--- src/hdl/stop_and_wait_packet_receiver_assert.svh ---
// Assertion macros shared by the receiver RTL.
`ifndef STOP_AND_WAIT_PACKET_RECEIVER_ASSERT_SVH
`define STOP_AND_WAIT_PACKET_RECEIVER_ASSERT_SVH

// Same-cycle implication, checked outside reset.
`define SWPR_ASSERT_NOW(lbl, clk_s, rstn_s, ante, cons) \
  lbl: assert property (@(posedge clk_s) disable iff (!rstn_s) (ante) |-> (cons)) \
    else $error("assertion failed");

// Next-cycle implication, checked outside reset.
`define SWPR_ASSERT_NEXT(lbl, clk_s, rstn_s, ante, cons) \
  lbl: assert property (@(posedge clk_s) disable iff (!rstn_s) (ante) |=> (cons)) \
    else $error("assertion failed");

`endif

--- src/hdl/swpr_pkg.sv ---
// Types, constants and the checksum fold shared by the receiver RTL.
package swpr_pkg;

  localparam int unsigned POS_W       = 11;
  localparam int unsigned MAX_PACKET  = 1500;
  localparam int unsigned HEADER_SIZE = 14;
  localparam int unsigned FLAG_POS    = 8;
  localparam int unsigned SEQ_BYTES   = 4;
  localparam int unsigned CFG_ADDR_W  = 3;

  localparam logic [POS_W-1:0] POS_LIMIT = '1;
  localparam logic [7:0]       ACK_FLAG  = 8'h04;
  localparam logic [15:0]      SUM_GOOD  = 16'hFFFF;

  typedef enum logic [1:0] {
    VERDICT_ACCEPT       = 2'd0,
    VERDICT_OUT_OF_ORDER = 2'd1,
    VERDICT_BAD          = 2'd2,
    VERDICT_MALFORMED    = 2'd3
  } verdict_t;

  typedef struct packed {
    logic [15:0]      sum;
    logic [31:0]      seq;
    logic [7:0]       flag;
    logic             malformed;
    logic [POS_W-1:0] plen;
  } pkt_info_t;

  // 16-bit one's-complement add with end-around carry
  function automatic logic [15:0] fold(input logic [15:0] sum, input logic [15:0] word);
    logic [16:0] s;
    s = {1'b0, sum} + {1'b0, word};
    return s[16] ? (s[15:0] + 16'd1) : s[15:0];
  endfunction

endpackage

--- src/hdl/swpr_if.sv ---
// Valid/ready channel interfaces for packet bytes and verdict items.
interface swpr_in_if ();
  logic       valid;
  logic       ready;
  logic [7:0] data_byte;
  logic       last_byte;

  modport source (output valid, output data_byte, output last_byte, input ready);
  modport sink   (input valid, input data_byte, input last_byte, output ready);
endinterface

interface swpr_out_if import swpr_pkg::*; ();
  logic             valid;
  logic             ready;
  logic [1:0]       verdict;
  logic             send_reply;
  logic [31:0]      reply_seq;
  logic [31:0]      reply_ack;
  logic [7:0]       reply_flags;
  logic [POS_W-1:0] payload_length;
  logic             transfer_done;

  modport source (output valid, output verdict, output send_reply, output reply_seq,
                  output reply_ack, output reply_flags, output payload_length,
                  output transfer_done, input ready);
  modport sink   (input valid, input verdict, input send_reply, input reply_seq,
                  input reply_ack, input reply_flags, input payload_length,
                  input transfer_done, output ready);
endinterface

--- src/hdl/swpr_parse.sv ---
// Per-packet parser: checksum fold, seq and flag capture, length check.
module swpr_parse import swpr_pkg::*; (
  input  logic       clk,
  input  logic       rst_n,
  input  logic       step,
  input  logic [7:0] data_byte,
  input  logic       last_byte,
  output pkt_info_t  info
);

  logic [POS_W-1:0] pos_r, pos_nxt;
  logic [15:0]      sum_r, sum_nxt;
  logic [7:0]       pend_r, pend_nxt;
  logic [31:0]      seq_r, seq_nxt;
  logic [7:0]       flag_r, flag_nxt;
  logic [15:0]      word;
  logic [15:0]      sum_cur;
  logic [31:0]      seq_cur;
  logic [7:0]       flag_cur;
  logic [POS_W:0]   length;

  always_comb begin
    seq_cur = seq_r;
    if (pos_r < POS_W'(SEQ_BYTES)) begin
      seq_cur[{pos_r[1:0], 3'b000} +: 8] = data_byte;
    end
    flag_cur = (pos_r == POS_W'(FLAG_POS)) ? data_byte : flag_r;
    // odd position completes a pair; an even last byte is padded with zero
    word    = pos_r[0] ? {data_byte, pend_r} : {8'h00, data_byte};
    sum_cur = (pos_r[0] || last_byte) ? fold(sum_r, word) : sum_r;
    length  = {1'b0, pos_r} + (POS_W+1)'(1);

    info.sum       = sum_cur;
    info.seq       = seq_cur;
    info.flag      = flag_cur;
    info.malformed = (length < (POS_W+1)'(HEADER_SIZE)) ||
                     (length > (POS_W+1)'(MAX_PACKET));
    info.plen      = POS_W'(length - (POS_W+1)'(HEADER_SIZE));

    pos_nxt  = pos_r;
    sum_nxt  = sum_r;
    pend_nxt = pend_r;
    seq_nxt  = seq_r;
    flag_nxt = flag_r;
    if (step) begin
      if (last_byte) begin
        pos_nxt  = '0;
        sum_nxt  = '0;
        pend_nxt = '0;
        seq_nxt  = '0;
        flag_nxt = '0;
      end else begin
        pos_nxt  = (pos_r == POS_LIMIT) ? pos_r : pos_r + POS_W'(1);
        sum_nxt  = sum_cur;
        pend_nxt = pos_r[0] ? pend_r : data_byte;
        seq_nxt  = seq_cur;
        flag_nxt = flag_cur;
      end
    end
  end

  always_ff @(posedge clk) begin
    if (!rst_n) begin
      pos_r  <= '0;
      sum_r  <= '0;
      pend_r <= '0;
      seq_r  <= '0;
      flag_r <= '0;
    end else begin
      pos_r  <= pos_nxt;
      sum_r  <= sum_nxt;
      pend_r <= pend_nxt;
      seq_r  <= seq_nxt;
      flag_r <= flag_nxt;
    end
  end

endmodule

--- src/hdl/stop_and_wait_packet_receiver.sv ---
// Stop-and-wait receiver top level: byte intake, verdict logic, result register, APB.
// Takes one packet byte per cycle and returns one verdict item per packet, once its last
// byte has passed the input register. Each byte passes an input register, a 16-bit
// end-around-carry add plus field capture, and on the last byte the seq compare and the
// 32-bit running-total add and compare, before landing in the result register. A new byte
// is taken every cycle; only a last byte waits, while the result register still holds an
// item not yet taken. transfer_size sits at APB address 0 and should be written while no
// packet is in flight.
`include "stop_and_wait_packet_receiver_assert.svh"

module stop_and_wait_packet_receiver import swpr_pkg::*; (
  input  logic                  clk,
  input  logic                  rst_n,
  swpr_in_if.sink               in_ch,
  swpr_out_if.source            out_ch,
  input  logic                  psel,
  input  logic                  penable,
  input  logic                  pwrite,
  input  logic [CFG_ADDR_W-1:0] paddr,
  input  logic [31:0]           pwdata,
  output logic [31:0]           prdata,
  output logic                  pready
);

  logic             in_valid_r;
  logic [7:0]       in_byte_r;
  logic             in_last_r;
  logic             in_accept;
  logic             out_free;
  logic             proc_fire;
  logic             res_fire;
  pkt_info_t        info;

  logic [31:0]      tsize_r;
  logic [31:0]      last_ack_r, last_ack_nxt;
  logic [31:0]      last_rseq_r, last_rseq_nxt;
  logic [31:0]      total_r, total_nxt;

  verdict_t         res_verdict;
  logic             res_send;
  logic [31:0]      res_seq;
  logic [31:0]      res_ack;
  logic [7:0]       res_flags;
  logic [POS_W-1:0] res_plen;
  logic             res_done;
  logic [31:0]      acc_ack;
  logic [31:0]      acc_rseq;
  logic [31:0]      acc_total;
  logic             in_order;

  logic             out_valid_r;
  verdict_t         out_verdict_r;
  logic             out_send_r;
  logic [31:0]      out_seq_r;
  logic [31:0]      out_ack_r;
  logic [7:0]       out_flags_r;
  logic [POS_W-1:0] out_plen_r;
  logic             out_done_r;

  // intake
  assign out_free     = !out_valid_r || out_ch.ready;
  assign proc_fire    = in_valid_r && (!in_last_r || out_free);
  assign res_fire     = proc_fire && in_last_r;
  assign in_ch.ready  = !in_valid_r || proc_fire;
  assign in_accept    = in_ch.valid && in_ch.ready;

  always_ff @(posedge clk) begin
    if (!rst_n) begin
      in_valid_r <= 1'b0;
    end else if (in_accept) begin
      in_valid_r <= 1'b1;
    end else if (proc_fire) begin
      in_valid_r <= 1'b0;
    end
  end

  always_ff @(posedge clk) begin
    if (in_accept) begin
      in_byte_r <= in_ch.data_byte;
      in_last_r <= in_ch.last_byte;
    end
  end

  swpr_parse u_parse (
    .clk       (clk),
    .rst_n     (rst_n),
    .step      (proc_fire),
    .data_byte (in_byte_r),
    .last_byte (in_last_r),
    .info      (info)
  );

  // verdict
  always_comb begin
    in_order  = (info.seq == last_ack_r + 32'd1);
    acc_ack   = in_order ? info.seq : last_ack_r;
    acc_rseq  = in_order ? info.seq : last_rseq_r;
    acc_total = in_order ? (total_r + 32'(info.plen)) : total_r;

    res_verdict   = VERDICT_MALFORMED;
    res_send      = 1'b0;
    res_seq       = '0;
    res_ack       = '0;
    res_flags     = '0;
    res_plen      = '0;
    res_done      = 1'b0;
    last_ack_nxt  = last_ack_r;
    last_rseq_nxt = last_rseq_r;
    total_nxt     = total_r;

    if (!info.malformed) begin
      res_plen = info.plen;
      if (info.sum == SUM_GOOD && info.flag == ACK_FLAG) begin
        res_verdict   = in_order ? VERDICT_ACCEPT : VERDICT_OUT_OF_ORDER;
        res_send      = 1'b1;
        res_seq       = acc_rseq;
        res_ack       = acc_ack;
        res_flags     = ACK_FLAG;
        res_done      = (acc_total == tsize_r);
        last_rseq_nxt = acc_rseq;
        last_ack_nxt  = res_done ? '0 : acc_ack;
        total_nxt     = res_done ? '0 : acc_total;
      end else begin
        res_verdict = VERDICT_BAD;
      end
    end
  end

  always_ff @(posedge clk) begin
    if (!rst_n) begin
      last_ack_r  <= '0;
      last_rseq_r <= '0;
      total_r     <= '0;
    end else if (res_fire) begin
      last_ack_r  <= last_ack_nxt;
      last_rseq_r <= last_rseq_nxt;
      total_r     <= total_nxt;
    end
  end

  // result register
  always_ff @(posedge clk) begin
    if (!rst_n) begin
      out_valid_r <= 1'b0;
    end else if (res_fire) begin
      out_valid_r <= 1'b1;
    end else if (out_ch.ready) begin
      out_valid_r <= 1'b0;
    end
  end

  always_ff @(posedge clk) begin
    if (res_fire) begin
      out_verdict_r <= res_verdict;
      out_send_r    <= res_send;
      out_seq_r     <= res_seq;
      out_ack_r     <= res_ack;
      out_flags_r   <= res_flags;
      out_plen_r    <= res_plen;
      out_done_r    <= res_done;
    end
  end

  assign out_ch.valid          = out_valid_r;
  assign out_ch.verdict        = out_verdict_r;
  assign out_ch.send_reply     = out_send_r;
  assign out_ch.reply_seq      = out_seq_r;
  assign out_ch.reply_ack      = out_ack_r;
  assign out_ch.reply_flags    = out_flags_r;
  assign out_ch.payload_length = out_plen_r;
  assign out_ch.transfer_done  = out_done_r;

  // APB register
  always_ff @(posedge clk) begin
    if (!rst_n) begin
      tsize_r <= '0;
    end else if (psel && penable && pwrite && !paddr[CFG_ADDR_W-1]) begin
      tsize_r <= pwdata;
    end
  end

  assign prdata = tsize_r;
  assign pready = 1'b1;

  `SWPR_ASSERT_NOW(a_reply_only_good, clk, rst_n, out_valid_r && out_send_r,
    out_verdict_r == VERDICT_ACCEPT || out_verdict_r == VERDICT_OUT_OF_ORDER)
  `SWPR_ASSERT_NEXT(a_done_clears, clk, rst_n, res_fire && res_done,
    last_ack_r == 32'd0 && total_r == 32'd0)
  `SWPR_ASSERT_NEXT(a_in_held, clk, rst_n, in_valid_r && !proc_fire,
    in_valid_r && $stable(in_byte_r) && $stable(in_last_r))
  `SWPR_ASSERT_NEXT(a_session_quiet, clk, rst_n, !res_fire,
    $stable(last_ack_r) && $stable(total_r) && $stable(last_rseq_r))

endmodule
--- src/flat_wrapper.sv ---
// flat-port wrapper written by rule: the top's interface ports become plain ports
module stop_and_wait_packet_receiver_flat import swpr_pkg::*;
  (clk, rst_n, psel, penable, pwrite, paddr, pwdata, prdata, pready, in_ch_valid, in_ch_data_byte, in_ch_last_byte, in_ch_ready, out_ch_valid, out_ch_verdict, out_ch_send_reply, out_ch_reply_seq, out_ch_reply_ack, out_ch_reply_flags, out_ch_payload_length, out_ch_transfer_done, out_ch_ready);
  swpr_in_if in_ch_i ();
  swpr_out_if out_ch_i ();
  input  logic clk;
  input  logic rst_n;
  input  logic psel;
  input  logic penable;
  input  logic pwrite;
  input  logic [CFG_ADDR_W-1:0] paddr;
  input  logic [31:0] pwdata;
  output logic [31:0] prdata;
  output logic pready;
  input wire logic [$bits(in_ch_i.valid)-1:0] in_ch_valid;
  input wire logic [$bits(in_ch_i.data_byte)-1:0] in_ch_data_byte;
  input wire logic [$bits(in_ch_i.last_byte)-1:0] in_ch_last_byte;
  output wire logic [$bits(in_ch_i.ready)-1:0] in_ch_ready;
  output wire logic [$bits(out_ch_i.valid)-1:0] out_ch_valid;
  output wire logic [$bits(out_ch_i.verdict)-1:0] out_ch_verdict;
  output wire logic [$bits(out_ch_i.send_reply)-1:0] out_ch_send_reply;
  output wire logic [$bits(out_ch_i.reply_seq)-1:0] out_ch_reply_seq;
  output wire logic [$bits(out_ch_i.reply_ack)-1:0] out_ch_reply_ack;
  output wire logic [$bits(out_ch_i.reply_flags)-1:0] out_ch_reply_flags;
  output wire logic [$bits(out_ch_i.payload_length)-1:0] out_ch_payload_length;
  output wire logic [$bits(out_ch_i.transfer_done)-1:0] out_ch_transfer_done;
  input wire logic [$bits(out_ch_i.ready)-1:0] out_ch_ready;
  assign in_ch_i.valid = in_ch_valid;
  assign in_ch_i.data_byte = in_ch_data_byte;
  assign in_ch_i.last_byte = in_ch_last_byte;
  assign in_ch_ready = in_ch_i.ready;
  assign out_ch_valid = out_ch_i.valid;
  assign out_ch_verdict = out_ch_i.verdict;
  assign out_ch_send_reply = out_ch_i.send_reply;
  assign out_ch_reply_seq = out_ch_i.reply_seq;
  assign out_ch_reply_ack = out_ch_i.reply_ack;
  assign out_ch_reply_flags = out_ch_i.reply_flags;
  assign out_ch_payload_length = out_ch_i.payload_length;
  assign out_ch_transfer_done = out_ch_i.transfer_done;
  assign out_ch_i.ready = out_ch_ready;
  stop_and_wait_packet_receiver u_core (.clk(clk), .rst_n(rst_n), .in_ch(in_ch_i), .out_ch(out_ch_i), .psel(psel), .penable(penable), .pwrite(pwrite), .paddr(paddr), .pwdata(pwdata), .prdata(prdata), .pready(pready));
endmodule
--- config.mk ---
export PLATFORM = sky130hd
export DESIGN_NAME = stop_and_wait_packet_receiver_flat
export DESIGN_NICKNAME = d
export VERILOG_FILES = /design/src/hdl/swpr_pkg.sv /design/src/hdl/swpr_if.sv /design/src/hdl/swpr_parse.sv /design/src/hdl/stop_and_wait_packet_receiver.sv /design/src/flat_wrapper.sv
export VERILOG_INCLUDE_DIRS = /design/src /design/src/hdl
export SDC_FILE = /design/constraint.sdc
export NUM_CORES = 1
export LEC_CHECK = 0
export BUFFER_PORTS_ARGS = -buffer_cell sky130_fd_sc_hd__buf_2
export CAP_MARGIN = 40
export CORE_MARGIN = 2
export CORE_UTILIZATION = 60
export CTS_CLUSTER_SIZE = 14
export DETAILED_ROUTE_END_ITERATION = 16
export HOLD_SLACK_MARGIN = 0.08
export PLACE_DENSITY = 0.88
export SLEW_MARGIN = 20
export SYNTH_ARGS = -nofsm -noshare
export SYNTH_HDL_FRONTEND = slang
export SYNTH_SLANG_ARGS = --single-unit
export TNS_END_PERCENT = 30
--- constraint.sdc ---
create_clock -name clk -period 8.7 [get_ports clk]
set_clock_uncertainty 0.15 [all_clocks]
set_input_delay 0.435 -clock clk [delete_from_list [all_inputs] [get_ports clk]]
set_output_delay 0.435 -clock clk [all_outputs]
set_load 0.02 [all_outputs]
==> metrics.txt <==
starting density of the core=0.610; clk slew on worst S/H paths=0.06 ns; area delta synth->final=14.7%; die area=29700 um^2; WS Path Type=reg2reg; combinational fraction of design power=0.084; Crit path arrival time=7.69 ns; overall die height=172 um; Routed Antenna Nets=0; clock share of power=0.439; Unique masters post-synth=78; PnR worst setup slack=1.28 ns; CP Launch Type=flip-flop; drt initial violations=1747; Seq cells post-synth=293; I/O Buffers=162; outcome=finished, final reports clean; initial antenna violation count=0; sw frac=0.245; clk sinks=293; Crit path required time=8.97 ns; post-synthesis sequential area ratio=0.397; vias in the first global route=14800; Max Fanout on Critical Path=34; post-CTS sizing=0; Routed Wire Length=48300 um; final RePlAce weighted congestion=0.969; Pwr Density=154 nW/um^2; Row Count=61; Switch Pwr=0.735 mW; GRT overflow=0; Async SR Flop Fraction=0; number of antenna diodes=0; Final period util=0.852; dpl cells=2376; root buffer cell=clkbuf_16; Yosys warnings=0; Post-Route Utilization=0.699; fin cells=2476; Int Pwr=2.26 mW; via density per instance=6.30; worst-margin pin slew=0.878 ns; final hold vios=0; RSZ-0062 raised after global routing=false; dpl hpwl=33300 um; Synth Instances=1920; maximum clock frequency=135 MHz; sequential share of power=0.477; normalized max-slew margin=0.407; Clock Path Buffers=3; Leak=7.91 nW; WL/cell=19.5 um; Hold Crit Class=in2reg; Power Total=3.00 mW; final setup fails=0; syn_area_per_cell=8.85 um^2; fin nets=2164; share of cells above drive strength 1=0.136; min Tclk post-route=7.42 ns; H-tree depth=1; TritonCTS clock tree=done; Die X=172 um; pre-CTS WS=1.48 ns; total CTS buffers=31; Fin Setup TNS=0 ns; Max VDD drop=0.157 mV; worst skew pair latency=0.58 ns; number of synthesized flops with an enable pin=88; vias=15600; Setup crit end kind=flip-flop; max_cap viols=0; first-pass GRT wire length=75800 um; Cell Area, Synth=17000 um^2; I/O pins=173; core area=27900 um^2; ys flop type=dfxtp_1; GRT Total Usage=0.319; 1st-pass router iterations=8; Hold Crit Depth=4; Reg2Reg Depth=17; largest net degree at the start of global routing=80; Residual DRC=0; max-slew violations=0
-- per-stage QoR --
| stage | hold slack (ns) | area (um^2) |
|---|---|---|
| global route | 0.117 | 19500 |
| detailed placement | 0.316 | 18000 |
| floorplan | 0.291 | 17000 |
| global placement | 0.306 | 18000 |
| finish | 0.112 | 19500 |
| CTS | 0.0877 | 19500 |
-- power groups by stage --
stage	combinational (mW)	sequential, mW	clock (mW)
floorplan	0.153	1.46	0
global placement	0.220	1.46	0
detailed placement	0.228	1.46	0
CTS	0.244	1.43	1.33
global route	0.268	1.43	1.37
finish	0.251	1.43	1.32
-- cell type report --
type	count	area [um^2]
Clock buffer	41	865
Multi-Input combinational cell	1442	9490
Tap cell	378	473
Timing Repair Buffer	233	1490
Sequential cell	293	6750
Fill cell	2114	8380
Clock inverter	16	144
Inverter	73	275
-- metal layers --
metal | GRT usage | share of wire | routed length [um] | vias to the layer above
li1 | - | - | - | 7228
met3 | 0.0439 | 0.076 | 3650 | 215
met4 | 0.174 | 0.058 | 2810 | 0
met2 | 0.553 | 0.48 | 23200 | 820
met1 | 0.384 | 0.39 | 18700 | 7332
met5 | 0 | 0 | 0 | -
-- cells in the mapped netlist, types with 20 or more instances --
library cell | n | area (um^2)
nand2_1 | 223 | 837
dfxtp_1 | 205 | 4100
xnor2_1 | 94 | 823
edfxtp_1 | 88 | 2640
nor2_1 | 86 | 323
a21oi_1 | 85 | 425
clkbuf_1 | 80 | 300
o21ai_0 | 79 | 395
inv_1 | 73 | 274
a21boi_0 | 71 | 533
and2_1 | 69 | 432
o21a_1 | 49 | 368
nor2b_1 | 45 | 282
nand3_1 | 43 | 215
o22ai_1 | 40 | 250
ha_1 | 37 | 463
nor3_1 | 36 | 180
xor2_1 | 36 | 315
o211a_1 | 33 | 330
a22oi_1 | 32 | 240
nand4_1 | 32 | 200
mux2i_1 | 29 | 290
nor4_1 | 26 | 163
and3_1 | 25 | 156
a21o_1 | 21 | 158
nand2b_1 | 20 | 125
-- flip-flops by register name, summed over array words and instances, names as in the netlist --
name,flops
u_core.in_byte_r,8
u_core.in_last_r,1
u_core.in_valid_r,1
u_core.last_ack_r,32
u_core.last_rseq_r,32
u_core.out_ch.payload_length,11
u_core.out_ch.reply_ack,32
u_core.out_ch.reply_flags,1
u_core.out_ch.reply_seq,32
u_core.out_ch.transfer_done,1
u_core.out_ch.valid,1
u_core.out_ch.verdict,2
u_core.prdata,32
u_core.total_r,32
u_core.u_parse.flag_r,8
u_core.u_parse.pend_r,8
u_core.u_parse.pos_r,11
u_core.u_parse.seq_r,32
u_core.u_parse.sum_r,16
-- layout by cell type (no fill, tap or decap), types with 17 or more instances in the layout --
cell type,n
nand2_1,223
dfxtp_1,205
buf_2,163
xnor2_1,94
edfxtp_1,88
nor2_1,85
a21oi_1,85
o21ai_0,79
inv_1,72
a21boi_0,71
and2_1,68
o21a_1,49
nor2b_1,45
nand3_1,43
dlygate4sd3_1,42
o22ai_1,40
ha_1,37
nor3_1,36
xor2_1,36
o211a_1,33
nand4_1,32
a22oi_1,32
clkbuf_16,32
mux2i_1,29
and3_1,25
buf_4,25
nor4_1,24
a21o_1,21
nand2b_1,20
a31oi_1,19
mux2_2,17
-- logic make-up after synthesis --
family | count (synthesis) | synth area share
simple gates | 698 | 0.216
compound gates | 517 | 0.209
flops | 293 | 0.397
buf+inv | 191 | 0.0468
xor+xnor | 134 | 0.0723
mux | 46 | 0.0284
fa+ha+maj | 39 | 0.0296
other cells | 2 | 0.000442
-- worst max-delay path: stages, from the launching register on --
cell and delay [ns]:
dfxtp_1 0.53, inv_1 0.14, ha_1 0.68, or4bb_1 0.55
or3_1 0.38, o2bb2ai_1 0.22, xnor2_1 0.19, o21ai_1 0.10
or4_1 0.65, or4_4 0.61, nor2_1 0.63, nand4_1 0.32
mux2i_1 0.23, nand4_1 0.15, or4_1 0.85, o211ai_4 0.28
buf_4 0.42, o22ai_1 0.16
-- timing repair --
action,CTS,global route
setup buffers,0,0
hold endpoints to repair,42,0
setup endpoints to repair,0,0
hold buffers,42,0
-- path summary, 6_finish.rpt --
path / endpoint / slack, ns / startpoint
worst max-delay path: u_core.last_ack_r[17] / 1.28 / u_core.u_parse.pos_r[1]
worst min-delay path: u_core.in_valid_r / 0.11 / out_ch_ready
worst max register to register: u_core.last_ack_r[17] / 1.28 / u_core.u_parse.pos_r[1]
worst min register to register: u_core.u_parse.seq_r[29] / 0.33 / u_core.u_parse.seq_r[29]
Power figures use the tool's default switching activity.
